### config.mk
export PLATFORM = sky130hd
export DESIGN_NAME = cursor_line_edit_buffer_flat
export DESIGN_NICKNAME = d
export VERILOG_FILES = /design/src/sv/cleb_pkg.sv /design/src/sv/cleb_if.sv /design/src/sv/cleb_ram.sv /design/src/sv/cleb_ctrl.sv /design/src/sv/cleb_datapath.sv /design/src/sv/cursor_line_edit_buffer.sv /design/src/flat_wrapper.sv
export SDC_FILE = /design/constraint.sdc
export NUM_CORES = 2
export LEC_CHECK = 0
export CAP_MARGIN = 0
export CORE_MARGIN = 3
export CORE_UTILIZATION = 55
export CTS_CLUSTER_SIZE = 40
export DETAILED_ROUTE_END_ITERATION = 10
export DONT_BUFFER_PORTS = 1
export PLACE_DENSITY_LB_ADDON = 0.08
export SETUP_SLACK_MARGIN = 0.05
export SYNTH_ARGS = -nofsm -noshare
export SYNTH_HDL_FRONTEND = slang
export SYNTH_SLANG_ARGS = --single-unit
### constraint.sdc
create_clock -name clk -period 9.87 [get_ports clk]
set_clock_uncertainty 0.1 [all_clocks]
set_input_delay 1.974 -clock clk [delete_from_list [all_inputs] [get_ports clk]]
set_output_delay 1.974 -clock clk [all_outputs]
set_load 0.01 [all_outputs]
### src/sv/cleb_pkg.sv
// Package for the line edit buffer: sizes, command codes, FSM states and control structs.
package cleb_pkg;

    localparam int CAPACITY = 256;
    localparam int ADDR_W   = $clog2(CAPACITY);
    localparam int LEN_W    = 9;
    localparam int MOVED_W  = 10;
    localparam int CHAR_W   = 8;
    localparam int AMT_W    = 10;
    localparam int CMD_W    = 3;
    localparam int RIDX_W   = 8;
    localparam int CALC_W   = 11;

    typedef enum logic [CMD_W-1:0] {
        CMD_INSERT   = 3'd0,
        CMD_SEEK_SET = 3'd1,
        CMD_SEEK_REL = 3'd2,
        CMD_SEEK_END = 3'd3,
        CMD_DELETE   = 3'd4,
        CMD_CLEAR    = 3'd5,
        CMD_READ     = 3'd6
    } cmd_t;

    typedef enum logic [2:0] {
        ST_IDLE,
        ST_MOVE,
        ST_PUT,
        ST_CAPT,
        ST_FINISH
    } state_t;

    // Controller to datapath
    typedef struct packed {
        logic load;
        logic step;
        logic put;
        logic capt;
        logic publish;
    } ctrl_t;

    // Datapath to controller
    typedef struct packed {
        logic count_zero;
        logic op_read;
        logic op_put;
    } stat_t;

    typedef struct packed {
        logic [CMD_W-1:0]         command;
        logic [CHAR_W-1:0]        char_in;
        logic signed [AMT_W-1:0]  amount;
        logic [RIDX_W-1:0]        read_index;
    } item_t;

    typedef struct packed {
        logic signed [MOVED_W-1:0] moved;
        logic [LEN_W-1:0]          text_len;
        logic [LEN_W-1:0]          cursor;
        logic [CHAR_W-1:0]         char_out;
        logic                      full_res;
    } result_t;

endpackage

### src/sv/cleb_if.sv
// Valid/ready channel interfaces for command input and result output.
interface cleb_in_if;
    logic              valid;
    logic              ready;
    logic [2:0]        command;
    logic [7:0]        char_in;
    logic signed [9:0] amount;
    logic [7:0]        read_index;

    modport source (output valid, output command, output char_in, output amount,
                    output read_index, input ready);
    modport sink   (input valid, input command, input char_in, input amount,
                    input read_index, output ready);
endinterface

interface cleb_out_if;
    logic              valid;
    logic              ready;
    logic signed [9:0] moved;
    logic [8:0]        text_len;
    logic [8:0]        cursor;
    logic [7:0]        char_out;
    logic              full_res;

    modport source (output valid, output moved, output text_len, output cursor,
                    output char_out, output full_res, input ready);
    modport sink   (input valid, input moved, input text_len, input cursor,
                    input char_out, input full_res, output ready);
endinterface

### src/sv/cleb_ram.sv
// Generic single-write, single-read RAM with registered read data.
module cleb_ram #(
    parameter int WIDTH = 8,
    parameter int DEPTH = 256
) (
    input  logic                     clk,
    input  logic                     we,
    input  logic [$clog2(DEPTH)-1:0] waddr,
    input  logic [WIDTH-1:0]         wdata,
    input  logic [$clog2(DEPTH)-1:0] raddr,
    output logic [WIDTH-1:0]         rdata
);

    logic [WIDTH-1:0] mem_reg [DEPTH];
    logic [WIDTH-1:0] rdata_reg;

    // Write port
    always_ff @(posedge clk)
    begin
        if (we)
        begin
            mem_reg[waddr] <= wdata;
        end
    end

    // Registered read port, reads every cycle
    always_ff @(posedge clk)
    begin
        rdata_reg <= mem_reg[raddr];
    end

    assign rdata = rdata_reg;

endmodule

### src/sv/cleb_ctrl.sv
// Controller FSM: sequences accept, tail shift, insert write, read capture and result hand-off.
module cleb_ctrl import cleb_pkg::*; (
    input  logic  clk,
    input  logic  rst_n,
    input  logic  in_valid,
    output logic  in_ready,
    output logic  out_valid,
    input  logic  out_ready,
    input  stat_t stat,
    output ctrl_t ctrl
);

    state_t state_reg, state_next;
    logic   out_valid_reg, out_valid_next;
    logic   out_free;

    assign out_free = !out_valid_reg || out_ready;

    // Next state
    always_comb
    begin
        state_next = state_reg;
        unique case (state_reg)
            ST_IDLE:
            begin
                if (in_valid)
                begin
                    state_next = ST_MOVE;
                end
            end
            ST_MOVE:
            begin
                if (stat.count_zero)
                begin
                    if (stat.op_read)
                    begin
                        state_next = ST_CAPT;
                    end
                    else if (stat.op_put)
                    begin
                        state_next = ST_PUT;
                    end
                    else
                    begin
                        state_next = ST_FINISH;
                    end
                end
            end
            ST_PUT:    state_next = ST_FINISH;
            ST_CAPT:   state_next = ST_FINISH;
            ST_FINISH:
            begin
                if (out_free)
                begin
                    state_next = ST_IDLE;
                end
            end
            default:   state_next = ST_IDLE;
        endcase
    end

    // Outputs
    always_comb
    begin
        in_ready     = (state_reg == ST_IDLE);
        ctrl.load    = (state_reg == ST_IDLE) && in_valid;
        ctrl.step    = (state_reg == ST_MOVE) && !stat.count_zero;
        ctrl.put     = (state_reg == ST_PUT);
        ctrl.capt    = (state_reg == ST_CAPT);
        ctrl.publish = (state_reg == ST_FINISH) && out_free;
        if (ctrl.publish)
        begin
            out_valid_next = 1'b1;
        end
        else if (out_ready)
        begin
            out_valid_next = 1'b0;
        end
        else
        begin
            out_valid_next = out_valid_reg;
        end
    end

    always_ff @(posedge clk or negedge rst_n)
    begin
        if (!rst_n)
        begin
            state_reg     <= ST_IDLE;
            out_valid_reg <= 1'b0;
        end
        else
        begin
            state_reg     <= state_next;
            out_valid_reg <= out_valid_next;
        end
    end

    assign out_valid = out_valid_reg;

endmodule

### src/sv/cleb_datapath.sv
// Datapath: length and cursor arithmetic, text RAM with pipelined tail shifter, result register.
module cleb_datapath import cleb_pkg::*; (
    input  logic    clk,
    input  logic    rst_n,
    input  ctrl_t   ctrl,
    output stat_t   stat,
    input  item_t   item,
    output result_t res
);

    // Line state
    logic [LEN_W-1:0]   len_reg, len_next;
    logic [LEN_W-1:0]   cur_reg, cur_next;
    // Shift sequencer
    logic [ADDR_W-1:0]  src_reg, src_next;
    logic [LEN_W-1:0]   cnt_reg, cnt_next;
    logic [ADDR_W-1:0]  delta_reg, delta_next;
    logic               down_reg, down_next;
    logic               pend_reg, pend_next;
    logic [ADDR_W-1:0]  pend_addr_reg, pend_addr_next;
    logic [ADDR_W-1:0]  put_addr_reg, put_addr_next;
    logic [CHAR_W-1:0]  ch_reg, ch_next;
    logic               op_read_reg, op_read_next;
    logic               op_put_reg, op_put_next;
    // Per-item results
    logic [MOVED_W-1:0] moved_reg, moved_next;
    logic               full_reg, full_next;
    logic [CHAR_W-1:0]  char_reg, char_next;
    // Output register
    result_t            res_reg, res_next;

    logic signed [CALC_W-1:0] amt_s, cur_s, rel_s, neg_s;
    logic [LEN_W-1:0]   set_tgt, rel_tgt, room, n_back, n_fwd;

    logic               ram_we;
    logic [ADDR_W-1:0]  ram_waddr;
    logic [CHAR_W-1:0]  ram_wdata;
    logic [CHAR_W-1:0]  ram_rdata;

    function automatic logic [LEN_W-1:0] clamp_line(input logic signed [CALC_W-1:0] v,
                                                    input logic [LEN_W-1:0] len);
        logic signed [CALC_W-1:0] len_ext;
        len_ext = $signed({{(CALC_W-LEN_W){1'b0}}, len});
        if (v < 0)
        begin
            return '0;
        end
        else if (v > len_ext)
        begin
            return len;
        end
        else
        begin
            return v[LEN_W-1:0];
        end
    endfunction

    // Seek and delete amounts
    assign amt_s   = CALC_W'(item.amount);
    assign cur_s   = $signed({{(CALC_W-LEN_W){1'b0}}, cur_reg});
    assign rel_s   = cur_s + amt_s;
    assign neg_s   = -amt_s;
    assign set_tgt = clamp_line(amt_s, len_reg);
    assign rel_tgt = clamp_line(rel_s, len_reg);
    assign room    = len_reg - cur_reg;
    assign n_back  = (neg_s > cur_s) ? cur_reg : neg_s[LEN_W-1:0];
    assign n_fwd   = (amt_s > $signed({{(CALC_W-LEN_W){1'b0}}, room}))
                     ? room : amt_s[LEN_W-1:0];

    // Command decode and shift sequencing
    always_comb
    begin
        len_next       = len_reg;
        cur_next       = cur_reg;
        src_next       = src_reg;
        cnt_next       = cnt_reg;
        delta_next     = delta_reg;
        down_next      = down_reg;
        pend_next      = ctrl.step;
        pend_addr_next = pend_addr_reg;
        put_addr_next  = put_addr_reg;
        ch_next        = ch_reg;
        op_read_next   = op_read_reg;
        op_put_next    = op_put_reg;
        moved_next     = moved_reg;
        full_next      = full_reg;
        char_next      = char_reg;
        res_next       = res_reg;

        if (ctrl.load)
        begin
            moved_next   = '0;
            full_next    = 1'b0;
            char_next    = '0;
            cnt_next     = '0;
            op_read_next = 1'b0;
            op_put_next  = 1'b0;
            unique case (cmd_t'(item.command))
                CMD_INSERT:
                begin
                    if (len_reg >= LEN_W'(CAPACITY))
                    begin
                        full_next = 1'b1;
                    end
                    else
                    begin
                        // shift tail right, top byte first
                        src_next      = ADDR_W'(len_reg - 1'b1);
                        cnt_next      = room;
                        delta_next    = ADDR_W'(1);
                        down_next     = 1'b1;
                        put_addr_next = ADDR_W'(cur_reg);
                        ch_next       = item.char_in;
                        op_put_next   = 1'b1;
                        len_next      = len_reg + 1'b1;
                        cur_next      = cur_reg + 1'b1;
                    end
                end
                CMD_SEEK_SET:
                begin
                    cur_next   = set_tgt;
                    moved_next = MOVED_W'({1'b0, set_tgt} - {1'b0, cur_reg});
                end
                CMD_SEEK_REL:
                begin
                    cur_next   = rel_tgt;
                    moved_next = MOVED_W'({1'b0, rel_tgt} - {1'b0, cur_reg});
                end
                CMD_SEEK_END:
                begin
                    cur_next   = len_reg;
                    moved_next = MOVED_W'({1'b0, len_reg} - {1'b0, cur_reg});
                end
                CMD_DELETE:
                begin
                    if (amt_s < 0)
                    begin
                        // backspace: tail from cursor moves down by n
                        src_next   = ADDR_W'(cur_reg);
                        cnt_next   = (n_back == '0) ? '0 : room;
                        delta_next = ADDR_W'(-n_back);
                        down_next  = 1'b0;
                        len_next   = len_reg - n_back;
                        cur_next   = cur_reg - n_back;
                        moved_next = MOVED_W'(n_back);
                    end
                    else if (amt_s > 0)
                    begin
                        // forward delete: tail past the removed bytes moves down
                        src_next   = ADDR_W'(cur_reg + n_fwd);
                        cnt_next   = room - n_fwd;
                        delta_next = ADDR_W'(-n_fwd);
                        down_next  = 1'b0;
                        len_next   = len_reg - n_fwd;
                        moved_next = MOVED_W'(n_fwd);
                    end
                end
                CMD_CLEAR:
                begin
                    len_next = '0;
                    cur_next = '0;
                end
                CMD_READ:
                begin
                    src_next     = ADDR_W'(item.read_index);
                    op_read_next = 1'b1;
                end
                default:
                begin
                end
            endcase
        end
        else if (ctrl.step)
        begin
            // read at src now; its data is written to src + delta next cycle
            pend_addr_next = src_reg + delta_reg;
            src_next       = down_reg ? (src_reg - 1'b1) : (src_reg + 1'b1);
            cnt_next       = cnt_reg - 1'b1;
        end

        if (ctrl.capt)
        begin
            char_next = ({1'b0, src_reg} < len_reg) ? ram_rdata : '0;
        end

        if (ctrl.publish)
        begin
            res_next.moved    = $signed(moved_reg);
            res_next.text_len = len_reg;
            res_next.cursor   = cur_reg;
            res_next.char_out = char_reg;
            res_next.full_res = full_reg;
        end
    end

    // Control state
    always_ff @(posedge clk or negedge rst_n)
    begin
        if (!rst_n)
        begin
            len_reg     <= '0;
            cur_reg     <= '0;
            cnt_reg     <= '0;
            pend_reg    <= 1'b0;
            op_read_reg <= 1'b0;
            op_put_reg  <= 1'b0;
        end
        else
        begin
            len_reg     <= len_next;
            cur_reg     <= cur_next;
            cnt_reg     <= cnt_next;
            pend_reg    <= pend_next;
            op_read_reg <= op_read_next;
            op_put_reg  <= op_put_next;
        end
    end

    // Payload registers
    always_ff @(posedge clk)
    begin
        src_reg       <= src_next;
        delta_reg     <= delta_next;
        down_reg      <= down_next;
        pend_addr_reg <= pend_addr_next;
        put_addr_reg  <= put_addr_next;
        ch_reg        <= ch_next;
        moved_reg     <= moved_next;
        full_reg      <= full_next;
        char_reg      <= char_next;
        res_reg       <= res_next;
    end

    // Text store write mux: inserted byte or shifted byte
    assign ram_we    = pend_reg || ctrl.put;
    assign ram_waddr = ctrl.put ? put_addr_reg : pend_addr_reg;
    assign ram_wdata = ctrl.put ? ch_reg : ram_rdata;

    cleb_ram #(
        .WIDTH (CHAR_W),
        .DEPTH (CAPACITY)
    ) u_text_ram (
        .clk   (clk),
        .we    (ram_we),
        .waddr (ram_waddr),
        .wdata (ram_wdata),
        .raddr (src_reg),
        .rdata (ram_rdata)
    );

    assign stat.count_zero = (cnt_reg == '0);
    assign stat.op_read    = op_read_reg;
    assign stat.op_put     = op_put_reg;
    assign res             = res_reg;

endmodule

### src/sv/cursor_line_edit_buffer.sv
// Each transaction is accepted, then shifts the tail of the line in the RAM (insert and delete only),
// then writes the inserted byte (insert) or captures the read byte (read), then publishes its result.
// One transaction in flight; the next is taken in the cycle the previous result turns valid.
// The tail shift moves one byte per cycle through the RAM write port.
// The output register holds a result until taken. Reset (rst_n low, async) empties the line
// and puts the cursor at 0; text RAM contents are not cleared.
module cursor_line_edit_buffer import cleb_pkg::*; (
    input logic        clk,
    input logic        rst_n,
    cleb_in_if.sink    in_ch,
    cleb_out_if.source out_ch
);

    ctrl_t   ctrl;
    stat_t   stat;
    item_t   item;
    result_t res;

    // Pack the input transaction
    assign item.command    = in_ch.command;
    assign item.char_in    = in_ch.char_in;
    assign item.amount     = in_ch.amount;
    assign item.read_index = in_ch.read_index;

    cleb_ctrl u_ctrl (
        .clk       (clk),
        .rst_n     (rst_n),
        .in_valid  (in_ch.valid),
        .in_ready  (in_ch.ready),
        .out_valid (out_ch.valid),
        .out_ready (out_ch.ready),
        .stat      (stat),
        .ctrl      (ctrl)
    );

    cleb_datapath u_datapath (
        .clk   (clk),
        .rst_n (rst_n),
        .ctrl  (ctrl),
        .stat  (stat),
        .item  (item),
        .res   (res)
    );

    // Unpack the result transaction
    assign out_ch.moved    = res.moved;
    assign out_ch.text_len = res.text_len;
    assign out_ch.cursor   = res.cursor;
    assign out_ch.char_out = res.char_out;
    assign out_ch.full_res = res.full_res;

endmodule

### src/flat_wrapper.sv
// flat-port wrapper written by rule: the top's interface ports become plain ports
module cursor_line_edit_buffer_flat import cleb_pkg::*;
  (clk, rst_n, in_ch_valid, in_ch_command, in_ch_char_in, in_ch_amount, in_ch_read_index, in_ch_ready, out_ch_valid, out_ch_moved, out_ch_text_len, out_ch_cursor, out_ch_char_out, out_ch_full_res, out_ch_ready);
  cleb_in_if in_ch_i ();
  cleb_out_if out_ch_i ();
  input logic clk;
  input logic rst_n;
  input wire logic [$bits(in_ch_i.valid)-1:0] in_ch_valid;
  input wire logic [$bits(in_ch_i.command)-1:0] in_ch_command;
  input wire logic [$bits(in_ch_i.char_in)-1:0] in_ch_char_in;
  input wire logic [$bits(in_ch_i.amount)-1:0] in_ch_amount;
  input wire logic [$bits(in_ch_i.read_index)-1:0] in_ch_read_index;
  output wire logic [$bits(in_ch_i.ready)-1:0] in_ch_ready;
  output wire logic [$bits(out_ch_i.valid)-1:0] out_ch_valid;
  output wire logic [$bits(out_ch_i.moved)-1:0] out_ch_moved;
  output wire logic [$bits(out_ch_i.text_len)-1:0] out_ch_text_len;
  output wire logic [$bits(out_ch_i.cursor)-1:0] out_ch_cursor;
  output wire logic [$bits(out_ch_i.char_out)-1:0] out_ch_char_out;
  output wire logic [$bits(out_ch_i.full_res)-1:0] out_ch_full_res;
  input wire logic [$bits(out_ch_i.ready)-1:0] out_ch_ready;
  assign in_ch_i.valid = in_ch_valid;
  assign in_ch_i.command = in_ch_command;
  assign in_ch_i.char_in = in_ch_char_in;
  assign in_ch_i.amount = in_ch_amount;
  assign in_ch_i.read_index = in_ch_read_index;
  assign in_ch_ready = in_ch_i.ready;
  assign out_ch_valid = out_ch_i.valid;
  assign out_ch_moved = out_ch_i.moved;
  assign out_ch_text_len = out_ch_i.text_len;
  assign out_ch_cursor = out_ch_i.cursor;
  assign out_ch_char_out = out_ch_i.char_out;
  assign out_ch_full_res = out_ch_i.full_res;
  assign out_ch_i.ready = out_ch_ready;
  cursor_line_edit_buffer u_core (.clk(clk), .rst_n(rst_n), .in_ch(in_ch_i), .out_ch(out_ch_i));
endmodule
Yosys cells after proc, flatten, opt, wreduce, memory -nomap -nowiden
Memories as Yosys holds them, arrays and structs flattened. A register that Yosys moved wholly into a read port is not among the register bits.
Cells that the tools add are included.

word-level totals
  bits in registers = 131
  latch bits = 0
  RAM bits = 2048
  memory bits (read-only) = 0
  input bits = 33
  output and inout bits = 39
  word-level logic and storage cells = 155
  memories = 1

cells by class
  add/subtract/negate cells = 20
  multipliers = 0
  divide/modulo/power cells = 0
  $lt $le $gt $ge = 9
  equality and inequality tests = 19
  shifts and indexed selects = 0
  mux-type cells = 57
  bitwise gates (word level) = 2
  reductions and logical operators = 25

memories
  name                                  words  bits a word  read ports  clocked after memory_dff  write ports  RTL line        source
  u_core.u_datapath.u_text_ram.mem_reg  256    8            1           1                         1            cleb_ram.sv:14  logic [WIDTH-1:0] mem_reg [DEPTH];

operators with widths
  cell                                                         number
  two-way mux 9 bit                                            19
  two-way mux 8 bit                                            14
  case mux 9 bit (6 select lines)                              1
  subtractor 9 bit                                             5
  case mux 10 bit (4 select lines)                             1
  subtractor 9 x 9 -> 10 bit                                   3
  case mux 9 bit (3 select lines)                              1
  case mux 8 bit (3 select lines)                              1
  greater-than comparator 11 x 10 -> 1 bit                     2
  greater-than comparator 10 bit                               2
  adder 9 x 1 -> 9 bit, second input constant                  2
  zero test 9 bit                                              2
  case mux 9 bit (2 select lines)                              1
  adder 8 bit                                                  2
  negator 8 bit                                                2
  case mux 8 bit (2 select lines)                              1
  AND reduction 4 bit                                          4
  subtractor 8 x 1 -> 8 bit, second input constant             2
  two-way mux 3 bit                                            5
  == test 3 x 2 -> 1 bit, second input constant                4
  == test 3 bit, second input constant                         4
  case mux 3 bit (4 select lines)                              1
  adder 10 x 10 -> 11 bit                                      1
  less-than comparator 11 x 1 -> 1 bit, second input constant  1
  24 further kinds                                             51

Logic depth before layout (Yosys ltp)
  word-level depth = 8
  gate-level depth with buffers = 32

Hierarchy
From an unflattened synthesis, not the netlist that was laid out.

second synthesis, totals
  cells, all modules = 4916
  area, all modules = 90750.8 µm²

modules (own cells, without submodules)
  module         instances  cells an instance  area an instance (µm²)
  cleb_ram       1          3733               79556.3
  cleb_datapath  1          1161               10946.7
  cleb_ctrl      1          22                 247.7

Worst setup path before layout
No wires, ideal clock.

  path type = input to register
  start point = in in_ch_amount[0]
  end point = reg u_core.u_datapath.moved_reg[8], data pin
  data arrival time = 6.606 ns
  data required time = 9.494 ns
  setup slack = 2.888 ns
  stages on the path = 30
  cells stage by stage = ha_1 > inv_1 > fa_1 > nor2b_1 > o31a_1 > nor2_1 > o21ai_0 > o21a_1 > xor2_1 > ha_1 > nor2b_1 > o41ai_1 > o2111ai_1 > inv_1 > o22ai_1 > clkbuf_1 > a22oi_1 > a21boi_0 > ha_1 > inv_1 > fa_1 > nand2_1 > nand2_1 > a21oi_1 > o21bai_1 > a21oi_1 > o21bai_1 > a21oi_1 > xor2_1 > o22ai_1

between the ends
  longest elaborated chain between the ends = 6
  elaborated cells on any way between the ends = 20

RTL lines
  element                                   RTL line              source
  start, declared                           flat_wrapper.sv:11    input wire logic [$bits(in_ch_i.amount)-1:0] in_ch_amount;
  adder 10 x 10 -> 11 bit                   cleb_datapath.sv:61   assign rel_s = cur_s + amt_s;
  greater-than comparator 11 x 10 -> 1 bit  cleb_datapath.sv:48   else if (v > len_ext)
  two-way mux 9 bit                         cleb_datapath.sv:48
  two-way mux 9 bit                         cleb_datapath.sv:44   if (v < 0)
  subtractor 9 x 9 -> 10 bit                cleb_datapath.sv:127  moved_next = MOVED_W'({1'b0, rel_tgt} - {1'b0, cur_reg});
  case mux 10 bit (4 select lines) (*)      cleb_datapath.sv:98   unique case (cmd_t'(item.command))
  end signal, assigned                      cleb_datapath.sv:228  moved_reg <= moved_next;
  end, declared                             cleb_datapath.sv:26   logic [MOVED_W-1:0] moved_reg, moved_next;

Mark *: on every way between the ends. The rest lies on a longest branch, timed or not.
A chain may end at the register's enable or synchronous reset.

Final worst setup path
  start point = reg u_core.u_datapath.cur_reg[1]
  end point = reg u_core.u_datapath.cnt_reg[8]

between the ends
  longest elaborated chain between the ends = 8
  elaborated cells on any way between the ends = 13

RTL lines
  element                              RTL line              source
  start, declared                      cleb_datapath.sv:13   logic [LEN_W-1:0] cur_reg, cur_next;
  start signal, assigned               cleb_datapath.sv:211  cur_reg <= cur_next;
  subtractor 9 bit                     cleb_datapath.sv:65   assign room = len_reg - cur_reg;
  greater-than comparator 10 bit       cleb_datapath.sv:67   assign n_fwd = (amt_s > $signed({{(CALC_W-LEN_W){1'b0}}, room}))
  two-way mux 9 bit                    cleb_datapath.sv:68   ? room : amt_s[LEN_W-1:0];
  subtractor 9 bit                     cleb_datapath.sv:151  cnt_next = room - n_fwd;
  two-way mux 9 bit                    cleb_datapath.sv:147  else if (amt_s > 0)
  two-way mux 9 bit                    cleb_datapath.sv:136  if (amt_s < 0)
  case mux 9 bit (2 select lines) (*)  cleb_datapath.sv:98
  two-way mux 9 bit (*)                cleb_datapath.sv:90   if (ctrl.load)
  end signal, assigned                 cleb_datapath.sv:212  cnt_reg <= cnt_next;
  end, declared                        cleb_datapath.sv:16   logic [LEN_W-1:0] cnt_reg, cnt_next;

Marks and branches as above.

==> impl_metrics.yaml <==
outcome:
  status: "complete, no violations"
worst_setup_path:
  crit_arrival_ps: 8570
  critPathMaxStageDelay_ps: 580
  critPathLaunch: "u_core.u_datapath.cur_reg[1]$_DFFE_PN0P_"
  rr_worst_depth: 26
  r2r_slack_ps: 1900
  critical_path.endpoint_type: "flop"
  path_max_fanout: 16
  cp_slowest_cell: "o21ai_0"
  crit_path_start_kind: "flop"
  rr_endpoint: "u_core.u_datapath.cnt_reg[8]$_DFFE_PN0N_"
  reg2reg_from: "u_core.u_datapath.cur_reg[1]$_DFFE_PN0P_"
  required_ps: 10470
  critical_path_class: "reg2reg"
clock_network:
  clockBufferDepth: 3
  cts.htree.levels: 4
  cts-root-buf: "clkbuf_16"
  clk_pin_slew_ps: 70
  cts_setup_buffers: 0
  cts-resized-gates: 0
  worstSkewPairLatency_ps: 840
  cts_tree: "built"
  cts_buffers: 216
  clock_sinks: 2187
  hold_buffers: 0
power_and_ir_drop:
  power.density_mw_per_mm2: 315
  ir_drop_mv: 0.246
  power.leakage_nw: 31.3
route:
  met2WireLength_mm: 102
  wirelength_met1_mm: 93.1
  via_per_inst: 6.41
  drtPass1Iterations: 6
  detail_route.wirelength_mm: 215
  dr.max_layer_used: "met5"
  wl_met3_mm: 14.4
  route.vias.total: 43900
  drc: 0
  drt-initial-drc-count: 4976
  wire_per_inst_um: 31.4
  drtAntennaViolNets: 0
grt:
  grt_overflow: 0
  grt_max_degree: 225
  grt_pass1_wl_mm: 315
  antenna_found_initial: 11
  track_usage: 0.259
  grt_pass1_vias: 43700
flow_run:
  max_cap_viol_count: 0
die:
  rows: 147
  fp.dieH_um: 410
  die_w_um: 410
  start_util: 0.556
  dieArea_sq_mm: 0.168
  coreArea_sq_mm: 0.161
  ios: 72
worst_hold_path:
  holdPathEnd: "u_core.u_datapath.res[32]$_DFFE_PP_"
  hold_start: "u_core.u_datapath.moved_reg[5]$_DFFE_PP_"
  hold_class: "reg2reg"
  holdPathStages: 0
synthesis:
  yosysSeqAreaShare: 0.728
  yosys_warnings: 0
  ys_ff_latch: 2187
  async_flop_share: 0.0155
  synth_area_sq_mm: 0.0899
  synth-main-ff-cell: "edfxtp_1"
  synth-edff-count: 2145
  syn_inst: 4449
  avgSynthCellArea_sq_um: 20.2
  synth_nets: 4610
  synth.distinct_cells: 79
layout:
  mostFrequentLayoutCell: "edfxtp_1"
  syn_to_final_growth_pct: 10.3
  largest_reg_flops: 2048
  final_cell_mix: "2145 x edfxtp_1, 672 x mux4_2, 348 x nor2_1, 218 x clkbuf_16, 139 x nand2_1"
  drive_gt1_frac: 0.227
  nNetsFinal: 4666
sta:
  maxSlewHeadroom: 0.125
  fin_crit_ps: 7970
  fin_hold_ws_ps: 318
  rsz0062_at_grt: "no"
  setup_tns_ps: 0
  timing.final.ws_setup_ps: 1900
  setup_violations: 0
  tightest_slew_ps: 1310
  slew_violations: 0
  fin_crit_sh: 0.807
  finalHoldViolCount: 0
  fmax_mhz: 126
placement:
  detailed_place_hpwl_mm: 129
  gp_congestion: 0.890
  io_buffer_count: 0
  post-place-ws_ps: 2020
[per-stage QoR]
step                       util  power (mW)  std cells  area [sq um]
final                     0.614        31.3       6849         99100
after global routing      0.614        32.6       6846         99100
after global placement    0.572        23.5       6447         92400
after detailed placement  0.572        23.6       6447         92400
after CTS                 0.614        31.5       6841         99100
after floorplan               -        20.1       4449         89900
[where the power goes]
| group | switching [mW] | internal (mW) |
|---|---|---|
| Combinational | 6.81 | 4.30 |
| Clock | 3.39 | 4.54 |
| Sequential | 0.235 | 12.0 |
[cells by family after synthesis]
logic type	after synthesis	share of synthesized area
xor+xnor	71	0.00692
fa+ha+maj	128	0.0186
mux	709	0.173
flops	2187	0.728
buf+inv	310	0.0140
compound gates	340	0.0246
simple gates	704	0.0349
[routing by layer]
| layer | up-vias | track usage |
|---|---|---|
| li1 | 18500 | - |
| met1 | 23500 | 0.394 |
| met2 | 1671 | 0.399 |
| met3 | 297 | 0.0412 |
| met4 | 2 | 0.0710 |
| met5 | - | 0 |
[worst max-delay path: cells and delay by family (launching register included)]
kind,cells,cell delay [ps]
fa+ha+maj,4,1280
mux,1,290
flops,1,510
xor+xnor,1,360
simple gates,5,1380
compound gates,11,3040
buf+inv,4,860
[Yosys cell counts, types with 9 or more instances]
cell type	count	area (sq um)
mux4_2	672	15100
buf_1	22	82.6
o211ai_1	16	120
nor2b_1	24	150
xor2_1	20	175
xnor2_1	51	447
o21a_1	15	113
a21oi_1	71	355
nor3_1	25	125
or3_1	12	75.1
o22ai_1	14	87.6
o21ai_0	78	390
a31oi_1	9	56.3
a22oi_1	27	203
ha_1	119	1490
nand3_1	29	145
a211oi_1	11	82.6
buf_2	51	255
and2_1	25	156
nand2b_1	24	150
dfrtp_1	34	851
nand2_1	161	604
clkbuf_1	143	537
o21bai_1	12	90.1
nand3b_1	9	67.6
fa_1	9	180
nor2_1	349	1310
mux2i_1	30	300
o31ai_1	13	97.6
inv_1	85	319
a21o_1	17	128
edfxtp_1	2145	64400
[worst max path at each step]
stage | endpoint | slack (ps) | cells past startpoint
2_1_floorplan | u_core.u_datapath.moved_reg[8]$_DFFE_PP_ | 2890 | 30
3_3_place_gp | u_core.u_datapath.moved_reg[8]$_DFFE_PP_ | 2210 | 29
3_5_place_dp | u_core.u_datapath.cnt_reg[8]$_DFFE_PN0N_ | 2020 | 26
4_1_cts | u_core.u_datapath.cnt_reg[8]$_DFFE_PN0N_ | 1980 | 26
5_1_grt | u_core.u_datapath.cnt_reg[8]$_DFFE_PN0N_ | 1420 | 26
6_report | u_core.u_datapath.cnt_reg[8]$_DFFE_PN0N_ | 1900 | 26
[area by class of cell]
type | instances | area, sq um
timing repair buffer | 61 | 608
sequential | 2187 | 65400
clock buffer | 288 | 5750
antenna | 8 | 20.0
clock inverter | 106 | 1000
inverter | 87 | 327
multi-input combinational | 1952 | 23300
fill | 11400 | 62400
tap | 2160 | 2700
Power figures use the tool's default switching activity.
